File: config.mk
export PLATFORM = sky130hd
export DESIGN_NAME = audio_fade_out_switch_fade_in
export DESIGN_NICKNAME = d
export VERILOG_FILES = /design/src/hdl/afsf_pkg.sv /design/src/hdl/audio_fade_out_switch_fade_in.sv /design/src/hdl/afsf_div.sv /design/src/hdl/afsf_scale.sv
export SDC_FILE = /design/constraint.sdc
export NUM_CORES = 2
export LEC_CHECK = 0
export BUFFER_PORTS_ARGS = -buffer_cell sky130_fd_sc_hd__buf_2
export CAP_MARGIN = 40
export CORE_MARGIN = 3
export CORE_UTILIZATION = 25
export CTS_CLUSTER_SIZE = 8
export DETAILED_ROUTE_END_ITERATION = 8
export HOLD_SLACK_MARGIN = 0.06
export PLACE_DENSITY = 0.5
export SYNTH_ARGS = -nofsm -noshare
export SYNTH_HDL_FRONTEND = slang
export SYNTH_SLANG_ARGS = --single-unit
File: constraint.sdc
create_clock -name clk -period 35 [get_ports clk]
set_clock_uncertainty 0.2 [all_clocks]
set_input_delay 7 -clock clk [delete_from_list [all_inputs] [get_ports clk]]
set_output_delay 7 -clock clk [all_outputs]
set_load 0.01 [all_outputs]
File: src/hdl/afsf_pkg.sv
// Shared constants and types for the fade-out / switch / fade-in block.
`timescale 1ns / 1ps
`default_nettype none
package afsf_pkg;

  localparam int FADE_FRAMES   = 5;
  localparam int MAX_FRAME_LEN = 4096;

  localparam int SAMPLE_W  = 24;
  localparam int FLEN_W    = 13;
  localparam int CHCNT_W   = 5;
  localparam int CHPOS_W   = 4;
  localparam int LEN_W     = $clog2(MAX_FRAME_LEN + 1);
  localparam int POS_W     = $clog2(MAX_FRAME_LEN);
  localparam int DEN_W     = $clog2(FADE_FRAMES * MAX_FRAME_LEN + 1);
  localparam int FC_W      = $clog2(FADE_FRAMES + 1) + 1;
  localparam int GAIN_FRAC = 16;
  localparam int GAIN_W    = GAIN_FRAC + 1;
  localparam int PROD_W    = SAMPLE_W + GAIN_W + 1;
  localparam int STEP_W    = $clog2(GAIN_FRAC);

  localparam int IN_TDATA_W  = 32;
  localparam int OUT_TDATA_W = 32;
  localparam int REQ_W       = 2;

  typedef enum logic [REQ_W-1:0] {
    REQ_SAMPLE = 2'd0,
    REQ_FADE   = 2'd1,
    REQ_SET    = 2'd2,
    REQ_NONE   = 2'd3
  } req_type_t;

  localparam logic REG_FRAME_LEN = 1'b0;
  localparam logic REG_CHAN_CNT  = 1'b1;

  typedef struct packed {
    logic busy;
    logic done;
  } div_stat_t;

  typedef struct packed {
    logic active;
    logic pulse;
    logic enable;
  } item_flags_t;

endpackage
`default_nettype wire

File: src/hdl/audio_fade_out_switch_fade_in.sv
// Top level: frame tracking, fade state, sequencer and output register.
//
// Input stream: in_tuser carries the request kind (sample, fade request,
// direct enable set); in_tdata carries the Q1.23 sample and the target
// enable. Only samples give a result on the output stream, one each.
// Output tdata: faded sample, fade active, switch pulse, applied enable.
// A sample outside a fade goes to S_OUT, which loads the output register
// once it is free; the next request is taken after that. A sample inside
// a fade goes through S_DIV, S_MUL and S_OUT: the shared divider forms the
// top gain bit at acceptance and the other 16 one a cycle, its done flag
// hands over to S_MUL, which registers the product, and S_OUT rounds,
// saturates and loads the output register. Other requests give no result
// and leave the block idle for the next one. in_tready stays low while a
// sample is at work and while a finished result waits for the output
// register to free; the output register holds through a stall. frame_len
// and channel_count are written through cfg_* while idle, which the user
// must keep to: the block does not enforce it. Any write moves the
// position back to a frame start. Reset (rst_n low, synchronous) restores
// frame_len 960, channel_count 2 and clears all fade and enable state.
`timescale 1ns / 1ps
`default_nettype none
module audio_fade_out_switch_fade_in (
  input  wire logic                                 clk,
  input  wire logic                                 rst_n,
  input  wire logic                                 in_tvalid,
  output logic                                      in_tready,
  // [23:0] sample_in, [24] enable_target, [31:25] zero
  input  wire logic [afsf_pkg::IN_TDATA_W-1:0]      in_tdata,
  // [1:0] req_type
  input  wire logic [afsf_pkg::REQ_W-1:0]           in_tuser,
  output logic                                      out_tvalid,
  input  wire logic                                 out_tready,
  // [23:0] sample_out, [24] fade_active, [25] switch_pulse, [26] enable_now, [31:27] zero
  output logic [afsf_pkg::OUT_TDATA_W-1:0]          out_tdata,
  input  wire logic                                 cfg_we,
  input  wire logic                                 cfg_index,
  input  wire logic [afsf_pkg::FLEN_W-1:0]          cfg_wdata
);

  typedef enum logic [1:0] {
    S_IDLE,
    S_DIV,
    S_MUL,
    S_OUT
  } state_t;

  localparam int F = afsf_pkg::FADE_FRAMES;
  localparam logic signed [afsf_pkg::FC_W-1:0] FC_F = afsf_pkg::FC_W'(F);

  state_t                                   state_r, state_nxt;
  logic [afsf_pkg::FLEN_W-1:0]              frame_len_r, frame_len_nxt;
  logic [afsf_pkg::CHCNT_W-1:0]             chan_cnt_r, chan_cnt_nxt;
  logic signed [afsf_pkg::FC_W-1:0]         fade_r, fade_nxt;
  logic                                     applied_r, applied_nxt;
  logic                                     pending_r, pending_nxt;
  logic                                     load_r, load_nxt;
  logic [afsf_pkg::POS_W-1:0]               spos_r, spos_nxt;
  logic [afsf_pkg::CHPOS_W-1:0]             cpos_r, cpos_nxt;
  afsf_pkg::item_flags_t                    flags_r, flags_nxt;
  logic signed [afsf_pkg::SAMPLE_W-1:0]     sample_r, sample_nxt;
  logic                                     out_valid_r, out_valid_nxt;
  logic [afsf_pkg::OUT_TDATA_W-1:0]         out_data_r, out_data_nxt;

  logic                                     accept;
  afsf_pkg::req_type_t                      req;
  logic                                     target;
  logic signed [afsf_pkg::SAMPLE_W-1:0]     sample_in;
  logic [afsf_pkg::LEN_W-1:0]               len_c;
  logic [afsf_pkg::CHPOS_W-1:0]             chans_m1;
  logic [afsf_pkg::POS_W-1:0]               sp_c;
  logic [afsf_pkg::CHPOS_W-1:0]             cp_c;
  logic                                     load_now;
  logic signed [afsf_pkg::FC_W-1:0]         fc_c;
  logic [afsf_pkg::FC_W-1:0]                mult_c;
  logic [afsf_pkg::DEN_W-1:0]               base_c;
  logic [afsf_pkg::DEN_W-1:0]               num_c;
  logic [afsf_pkg::DEN_W-1:0]               den_c;
  logic                                     chan_last;
  logic                                     samp_last;
  logic                                     div_start;
  afsf_pkg::div_stat_t                      div_stat;
  logic [afsf_pkg::GAIN_W-1:0]              gain;
  logic signed [afsf_pkg::SAMPLE_W-1:0]     scaled;
  logic signed [afsf_pkg::SAMPLE_W-1:0]     res_c;
  logic                                     out_free;

  assign in_tready = (state_r == S_IDLE);
  assign accept    = in_tvalid && in_tready;
  assign req       = afsf_pkg::req_type_t'(in_tuser);
  assign target    = in_tdata[afsf_pkg::SAMPLE_W];
  assign sample_in = in_tdata[afsf_pkg::SAMPLE_W-1:0];
  assign out_free  = !out_valid_r || out_tready;

  always_comb begin
    priority if (frame_len_r == '0) begin
      len_c = afsf_pkg::LEN_W'(1);
    end else if (32'(frame_len_r) > afsf_pkg::MAX_FRAME_LEN) begin
      len_c = afsf_pkg::LEN_W'(afsf_pkg::MAX_FRAME_LEN);
    end else begin
      len_c = afsf_pkg::LEN_W'(frame_len_r);
    end
    priority if (chan_cnt_r == '0) begin
      chans_m1 = '0;
    end else if (chan_cnt_r > afsf_pkg::CHCNT_W'(16)) begin
      chans_m1 = '1;
    end else begin
      chans_m1 = afsf_pkg::CHPOS_W'(chan_cnt_r - 1'b1);
    end
  end

  always_comb begin
    sp_c = spos_r;
    if (afsf_pkg::LEN_W'(spos_r) >= len_c) begin
      sp_c = afsf_pkg::POS_W'(len_c - 1'b1);
    end
    cp_c = (cpos_r > chans_m1) ? chans_m1 : cpos_r;
    load_now  = (sp_c == '0) && (cp_c == '0) && load_r;
    fc_c      = load_now ? FC_F : fade_r;
    mult_c    = (fc_c > 0) ? afsf_pkg::FC_W'(fc_c) : afsf_pkg::FC_W'(FC_F + fc_c);
    base_c    = afsf_pkg::DEN_W'(mult_c) * afsf_pkg::DEN_W'(len_c);
    num_c     = (fc_c > 0) ? (base_c - afsf_pkg::DEN_W'(sp_c))
                           : (base_c + afsf_pkg::DEN_W'(sp_c));
    den_c     = afsf_pkg::DEN_W'(F) * afsf_pkg::DEN_W'(len_c);
    chan_last = (cp_c == chans_m1);
    samp_last = (afsf_pkg::LEN_W'(sp_c) == len_c - afsf_pkg::LEN_W'(1));
  end

  assign div_start = accept && (req == afsf_pkg::REQ_SAMPLE) && (fc_c != '0);
  assign res_c     = flags_r.active ? scaled : sample_r;

  always_comb begin
    state_nxt     = state_r;
    frame_len_nxt = frame_len_r;
    chan_cnt_nxt  = chan_cnt_r;
    fade_nxt      = fade_r;
    applied_nxt   = applied_r;
    pending_nxt   = pending_r;
    load_nxt      = load_r;
    spos_nxt      = spos_r;
    cpos_nxt      = cpos_r;
    flags_nxt     = flags_r;
    sample_nxt    = sample_r;
    out_valid_nxt = out_valid_r;
    out_data_nxt  = out_data_r;

    if (out_valid_r && out_tready) begin
      out_valid_nxt = 1'b0;
    end

    if (cfg_we) begin
      unique case (cfg_index)
        afsf_pkg::REG_FRAME_LEN: frame_len_nxt = cfg_wdata;
        afsf_pkg::REG_CHAN_CNT:  chan_cnt_nxt  = afsf_pkg::CHCNT_W'(cfg_wdata);
        default:                 frame_len_nxt = frame_len_r;
      endcase
      spos_nxt = '0;
      cpos_nxt = '0;
    end

    unique case (state_r)
      S_IDLE: begin
        if (accept) begin
          unique case (req)
            afsf_pkg::REQ_FADE: begin
              if (target != pending_r) begin
                pending_nxt = target;
                load_nxt    = 1'b1;
              end
            end
            afsf_pkg::REQ_SET: begin
              applied_nxt = target;
              pending_nxt = target;
            end
            afsf_pkg::REQ_SAMPLE: begin
              sample_nxt       = sample_in;
              flags_nxt.active = (fc_c != '0);
              flags_nxt.pulse  = 1'b0;
              flags_nxt.enable = applied_r;
              if (load_now) begin
                load_nxt = 1'b0;
              end
              fade_nxt = fc_c;
              cpos_nxt = chan_last ? '0 : cp_c + 1'b1;
              spos_nxt = chan_last ? (samp_last ? '0 : sp_c + 1'b1) : sp_c;
              if (chan_last && samp_last) begin
                if (fc_c > 0) begin
                  if (fc_c == afsf_pkg::FC_W'(1)) begin
                    fade_nxt         = -FC_F;
                    applied_nxt      = pending_r;
                    flags_nxt.pulse  = 1'b1;
                    flags_nxt.enable = pending_r;
                  end else begin
                    fade_nxt = fc_c - 1'b1;
                  end
                end else if (fc_c < 0) begin
                  fade_nxt = fc_c + 1'b1;
                end
              end
              state_nxt = (fc_c != '0) ? S_DIV : S_OUT;
            end
            default: state_nxt = S_IDLE;
          endcase
        end
      end
      S_DIV: begin
        if (div_stat.done) begin
          state_nxt = S_MUL;
        end
      end
      S_MUL: state_nxt = S_OUT;
      S_OUT: begin
        if (out_free) begin
          out_valid_nxt = 1'b1;
          out_data_nxt  = {{(afsf_pkg::OUT_TDATA_W - afsf_pkg::SAMPLE_W - 3){1'b0}},
                           flags_r.enable, flags_r.pulse, flags_r.active, res_c};
          state_nxt     = S_IDLE;
        end
      end
      default: state_nxt = S_IDLE;
    endcase
  end

  always_ff @(posedge clk) begin
    if (!rst_n) begin
      state_r     <= S_IDLE;
      frame_len_r <= afsf_pkg::FLEN_W'(960);
      chan_cnt_r  <= afsf_pkg::CHCNT_W'(2);
      fade_r      <= '0;
      applied_r   <= 1'b0;
      pending_r   <= 1'b0;
      load_r      <= 1'b0;
      spos_r      <= '0;
      cpos_r      <= '0;
      out_valid_r <= 1'b0;
    end else begin
      state_r     <= state_nxt;
      frame_len_r <= frame_len_nxt;
      chan_cnt_r  <= chan_cnt_nxt;
      fade_r      <= fade_nxt;
      applied_r   <= applied_nxt;
      pending_r   <= pending_nxt;
      load_r      <= load_nxt;
      spos_r      <= spos_nxt;
      cpos_r      <= cpos_nxt;
      out_valid_r <= out_valid_nxt;
    end
    flags_r    <= flags_nxt;
    sample_r   <= sample_nxt;
    out_data_r <= out_data_nxt;
  end

  afsf_div u_div (
    .clk   (clk),
    .rst_n (rst_n),
    .start (div_start),
    .num   (num_c),
    .den   (den_c),
    .stat  (div_stat),
    .quot  (gain)
  );

  afsf_scale u_scale (
    .clk    (clk),
    .load   (state_r == S_MUL),
    .sample (sample_r),
    .gain   (gain),
    .result (scaled)
  );

  assign out_tvalid = out_valid_r;
  assign out_tdata  = out_data_r;

  a_div_done_in_div: assert property (@(posedge clk) disable iff (!rst_n)
    div_stat.done |-> state_r == S_DIV)
    else $error("divider finished outside the divide state");

  a_ready_div_idle: assert property (@(posedge clk) disable iff (!rst_n)
    in_tready |-> !div_stat.busy)
    else $error("input ready while the divider is busy");

  a_fade_range: assert property (@(posedge clk) disable iff (!rst_n)
    (fade_r <= FC_F) && (fade_r >= -FC_F))
    else $error("fade count out of range");

  a_pulse_active: assert property (@(posedge clk) disable iff (!rst_n)
    out_valid_r && out_data_r[afsf_pkg::SAMPLE_W+1] |-> out_data_r[afsf_pkg::SAMPLE_W])
    else $error("switch pulse outside a fade");

endmodule
`default_nettype wire

File: src/hdl/afsf_div.sv
// Iterative restoring divider: gain = (num * 2^16 + den / 2) / den, one bit a cycle.
`timescale 1ns / 1ps
`default_nettype none
module afsf_div (
  input  wire logic                              clk,
  input  wire logic                              rst_n,
  input  wire logic                              start,
  input  wire logic [afsf_pkg::DEN_W-1:0]        num,
  input  wire logic [afsf_pkg::DEN_W-1:0]        den,
  output afsf_pkg::div_stat_t                    stat,
  output logic      [afsf_pkg::GAIN_W-1:0]       quot
);

  logic                                busy_r, busy_nxt;
  logic                                done_r, done_nxt;
  logic [afsf_pkg::STEP_W-1:0]         cnt_r, cnt_nxt;
  logic [afsf_pkg::DEN_W-1:0]          rem_r, rem_nxt;
  logic [afsf_pkg::DEN_W-1:0]          den_r, den_nxt;
  logic [afsf_pkg::GAIN_FRAC-1:0]      half_r, half_nxt;
  logic [afsf_pkg::GAIN_W-1:0]         q_r, q_nxt;
  logic [afsf_pkg::DEN_W:0]            trial;
  logic [afsf_pkg::DEN_W:0]            diff;
  logic                                ge;
  logic                                top_ge;

  assign trial  = {rem_r, half_r[afsf_pkg::GAIN_FRAC-1]};
  assign ge     = trial >= {1'b0, den_r};
  assign diff   = trial - {1'b0, den_r};
  assign top_ge = num >= den;

  always_comb begin
    busy_nxt = busy_r;
    done_nxt = 1'b0;
    cnt_nxt  = cnt_r;
    rem_nxt  = rem_r;
    den_nxt  = den_r;
    half_nxt = half_r;
    q_nxt    = q_r;
    if (start) begin
      busy_nxt = 1'b1;
      cnt_nxt  = '0;
      den_nxt  = den;
      half_nxt = afsf_pkg::GAIN_FRAC'(den >> 1);
      rem_nxt  = top_ge ? (num - den) : num;
      q_nxt    = {{afsf_pkg::GAIN_FRAC{1'b0}}, top_ge};
    end else if (busy_r) begin
      rem_nxt  = ge ? diff[afsf_pkg::DEN_W-1:0] : trial[afsf_pkg::DEN_W-1:0];
      q_nxt    = {q_r[afsf_pkg::GAIN_W-2:0], ge};
      half_nxt = {half_r[afsf_pkg::GAIN_FRAC-2:0], 1'b0};
      cnt_nxt  = cnt_r + 1'b1;
      if (cnt_r == {afsf_pkg::STEP_W{1'b1}}) begin
        busy_nxt = 1'b0;
        done_nxt = 1'b1;
      end
    end
  end

  always_ff @(posedge clk) begin
    if (!rst_n) begin
      busy_r <= 1'b0;
      done_r <= 1'b0;
      cnt_r  <= '0;
    end else begin
      busy_r <= busy_nxt;
      done_r <= done_nxt;
      cnt_r  <= cnt_nxt;
    end
    rem_r  <= rem_nxt;
    den_r  <= den_nxt;
    half_r <= half_nxt;
    q_r    <= q_nxt;
  end

  assign stat.busy = busy_r;
  assign stat.done = done_r;
  assign quot      = q_r;

endmodule
`default_nettype wire

File: src/hdl/afsf_scale.sv
// Gain multiply with registered product, then round half up and saturate to 24 bits.
`timescale 1ns / 1ps
`default_nettype none
module afsf_scale (
  input  wire logic                                clk,
  input  wire logic                                load,
  input  wire logic signed [afsf_pkg::SAMPLE_W-1:0] sample,
  input  wire logic        [afsf_pkg::GAIN_W-1:0]   gain,
  output logic      signed [afsf_pkg::SAMPLE_W-1:0] result
);

  localparam int SH_W = afsf_pkg::PROD_W - afsf_pkg::GAIN_FRAC;
  localparam logic signed [SH_W-1:0] SAT_MAX = SH_W'((1 << (afsf_pkg::SAMPLE_W - 1)) - 1);
  localparam logic signed [SH_W-1:0] SAT_MIN = -SH_W'(1 << (afsf_pkg::SAMPLE_W - 1));

  logic        [afsf_pkg::GAIN_W-1:0] gain_c;
  logic signed [afsf_pkg::GAIN_W:0]   gain_s;
  logic signed [afsf_pkg::PROD_W-1:0] prod_r;
  logic signed [afsf_pkg::PROD_W-1:0] rnd;
  logic signed [SH_W-1:0]             shr;

  always_comb begin
    gain_c = gain;
    if (gain[afsf_pkg::GAIN_W-1]) begin
      gain_c = afsf_pkg::GAIN_W'(1 << afsf_pkg::GAIN_FRAC);
    end
  end

  assign gain_s = $signed({1'b0, gain_c});

  always_ff @(posedge clk) begin
    if (load) begin
      prod_r <= afsf_pkg::PROD_W'(sample * gain_s);
    end
  end

  assign rnd = prod_r + afsf_pkg::PROD_W'(1 << (afsf_pkg::GAIN_FRAC - 1));
  assign shr = rnd[afsf_pkg::PROD_W-1:afsf_pkg::GAIN_FRAC];

  always_comb begin
    priority if (shr > SAT_MAX) begin
      result = SAT_MAX[afsf_pkg::SAMPLE_W-1:0];
    end else if (shr < SAT_MIN) begin
      result = SAT_MIN[afsf_pkg::SAMPLE_W-1:0];
    end else begin
      result = shr[afsf_pkg::SAMPLE_W-1:0];
    end
  end

endmodule
`default_nettype wire

==> metrics.cfg <==
[floorplanning]
rows = 122
fp.dieH_um = 341.0
core_um2 = 111000
num_io_pins = 87
initial_core_util = 0.2529
die-area_um2 = 116300
chipWidth_um = 341.0

[setup_path]
required_ns = 35.05
crit_slowest_cell = or4_1
worstPathArrival_ns = 13.40
startpoint_type = flop
reg2reg_slack_ns = 21.65
startpoint = frame_len_r[5]$_SDFFE_PN0P_
crit_type = flop to flop
crit_top_cell = a21oi_1
end_kind = flop
timing.rr.start = frame_len_r[5]$_SDFFE_PN0P_
r2r_end = u_div.rem_r[2]$_DFFE_PP_
cp_slowest_stage_delay_ns = 0.66
critPathMaxFanout = 42
r2r_cells = 53

[clock_network]
cts_resized = 0
cts_tree = built
cts.clk_slew.worst_paths_ns = 0.08
htree_levels = 4
cts.sinks = 194
cts_made_buffers = 17
cts_hold_buf = 0
cts_root_buf = clkbuf_16
worstSkewPairLatency_ns = 0.53
cts_buffer_depth = 2
post_cts_buffers = 0

[status]
status = complete, no violations

[hold_path]
worstHoldPathType = flop to flop
hold_end = out_tdata[25]$_DFFE_PP_
worstHoldStart = flags_r[1]$_SDFFCE_PN0P_
whs_path_depth = 0

[global_route]
globalRoute.totalOverflow = 0
track_usage = 0.1303
antenna_found_initial = 2
grt_pass1_wl_mm = 118.9
grt_pass1_vias = 21030
grt_max_degree = 57

[sta]
fin_crit_sh = 0.3814
hold_violations = 0
fmax_mhz = 74.90
finalSetupTns_ns = 0
worst_pin_slew_ns = 0.8751
rsz0062_at_grt = no
fin_crit_ns = 13.35
slew_headroom = 0.4166
finalSetupViolCount = 0
finalMaxSlewViolations = 0
hold_slack_ns = 0.2230

[synth]
syn-cell-area_um2 = 28060
yosysTopAreaCellShare = 0.3032
synth_common_cells = inv_1, fa_1, nand2_1
ys_types = 94
synth_edf_count = 126
synth_ff_type = edfxtp_1
synth_area_leaders = fa_1, edfxtp_1, ha_1
ys_warn_count = 0
ys_async_sr_fraction = 0
syn_inst = 3095
yosysTopAreaCell = fa_1
ys_ff_latch = 194
syn_avg_cell_area_um2 = 9.066
yosysMostFrequentCell = inv_1
synth-seq-area-share = 0.1834

[route]
avgViaCountPerCell = 4.404
dr_wl_met3_mm = 2.860
vias = 20360
wirelength_mm = 72.82
routed-wl-met2_mm = 33.78
wl_per_cell_um = 15.75
dr.max_layer_used = met5
drtIter0Drc = 1041
met1_length_mm = 35.38
route.detailed.drc = 0
dr.pass1.iters = 5
ant_nets = 0

[place]
io_buffers = 74
hpwl_mm = 55.70
place_congestion = 0.8181

[final_layout]
nNetsFinal = 3814
antenna_cells = 0
fillers = 11960
area_delta_synth_final_pct = 10.23
drive_gt1_frac = 0.06890

[flow_run]
cap_violations = 0

-- sequential cells by signal (all words and copies together) (netlist names), 5 cells and up --
register        flops
chan_cnt_r          5
frame_len_r        13
out_tdata          27
sample_r           24
spos_r             12
u_div.den_r        15
u_div.half_r       16
u_div.quot         17
u_div.rem_r        15
u_scale.prod_r     27
-- critical path: cells and delay by family (launching register included) --
kind / cells / cell delay (ns)
AO/OA/AOI/OAI: 21 / 3.60
AND/OR/NAND/NOR: 14 / 3.51
adder cells (fa/ha/maj): 8 / 2.86
buffers and inverters: 6 / 1.34
multiplexers: 2 / 0.74
flip-flops: 1 / 0.42
XOR/XNOR: 2 / 0.35
-- stage by stage --
stage / std cells / instance area, µm² / utilization / setup slack (ns)
floorplan: 3099 / 28080 / - / 23.67
global placement: 4577 / 30130 / 0.2715 / 21.33
detailed placement: 4590 / 30350 / 0.2735 / 21.65
CTS: 4622 / 30920 / 0.2787 / 21.61
global route: 4623 / 30930 / 0.2787 / 20.37
finish: 4623 / 30930 / 0.2787 / 21.65
-- layer usage --
metal | global-route usage | vias up
li1 | - | 9841
met1 | 0.1808 | 10190
met2 | 0.2147 | 284
met3 | 0.02165 | 49
met4 | 0.02431 | 2
met5 | 0 | -
-- area by class of cell --
cell class / instances / area (µm²) / share of cell area
multi-input combinational: 2216 / 20320 / 0.6571
sequential: 194 / 5145 / 0.1663
inverter: 562 / 2110 / 0.06820
tap: 1488 / 1862 / 0.06019
timing repair buffer: 131 / 920.9 / 0.02977
clock buffer: 20 / 456.7 / 0.01476
clock inverter: 12 / 113.9 / 0.003681
-- how the worst max path moves through the flow --
stage | endpoint | slack [ns]
6_report | u_div.rem_r[2]$_DFFE_PP_ | 21.65
5_1_grt | u_div.rem_r[2]$_DFFE_PP_ | 20.37
4_1_cts | u_div.rem_r[2]$_DFFE_PP_ | 21.61
3_5_place_dp | u_div.rem_r[2]$_DFFE_PP_ | 21.65
3_3_place_gp | u_div.rem_r[2]$_DFFE_PP_ | 21.33
2_1_floorplan | u_div.rem_r[2]$_DFFE_PP_ | 23.67
-- cell families (layout without fill, tap and decap cells) --
family | count (synthesis) | count (layout) | share of synthesized area
DFF | 194 | 194 | 0.1834
buffers and inverters | 689 | 725 | 0.09431
xor gates and xnor gates | 149 | 149 | 0.04700
other | 1 | 5 | 0.0001336
and+or+nand+nor | 984 | 984 | 0.1712
AOI/OAI and AO/OA | 385 | 385 | 0.08579
adders and majority gates | 641 | 641 | 0.3993
muxes | 52 | 52 | 0.01886
-- cell usage in the layout, fill, tap and decap left out, types with 15 or more instances in the layout --
cell and count:
dfxtp_1 68, nand2_1 353, xor2_1 52, xnor2_1 96
nor3_1 27, o21a_1 16, mux2i_1 45, fa_1 425
nand3_1 46, and3_1 15, and2_1 189, buf_4 48
buf_2 74, o21ai_0 60, clkbuf_16 17, a211oi_1 16
edfxtp_1 126, nand4_1 18, nor2_1 215, a21o_1 29
inv_1 559, nor2b_1 35, a21oi_1 168, ha_1 214
Power is left out: the tool's default activity adds up to more than one toggle a clock period on the data nets, which glitch-free logic cannot reach.
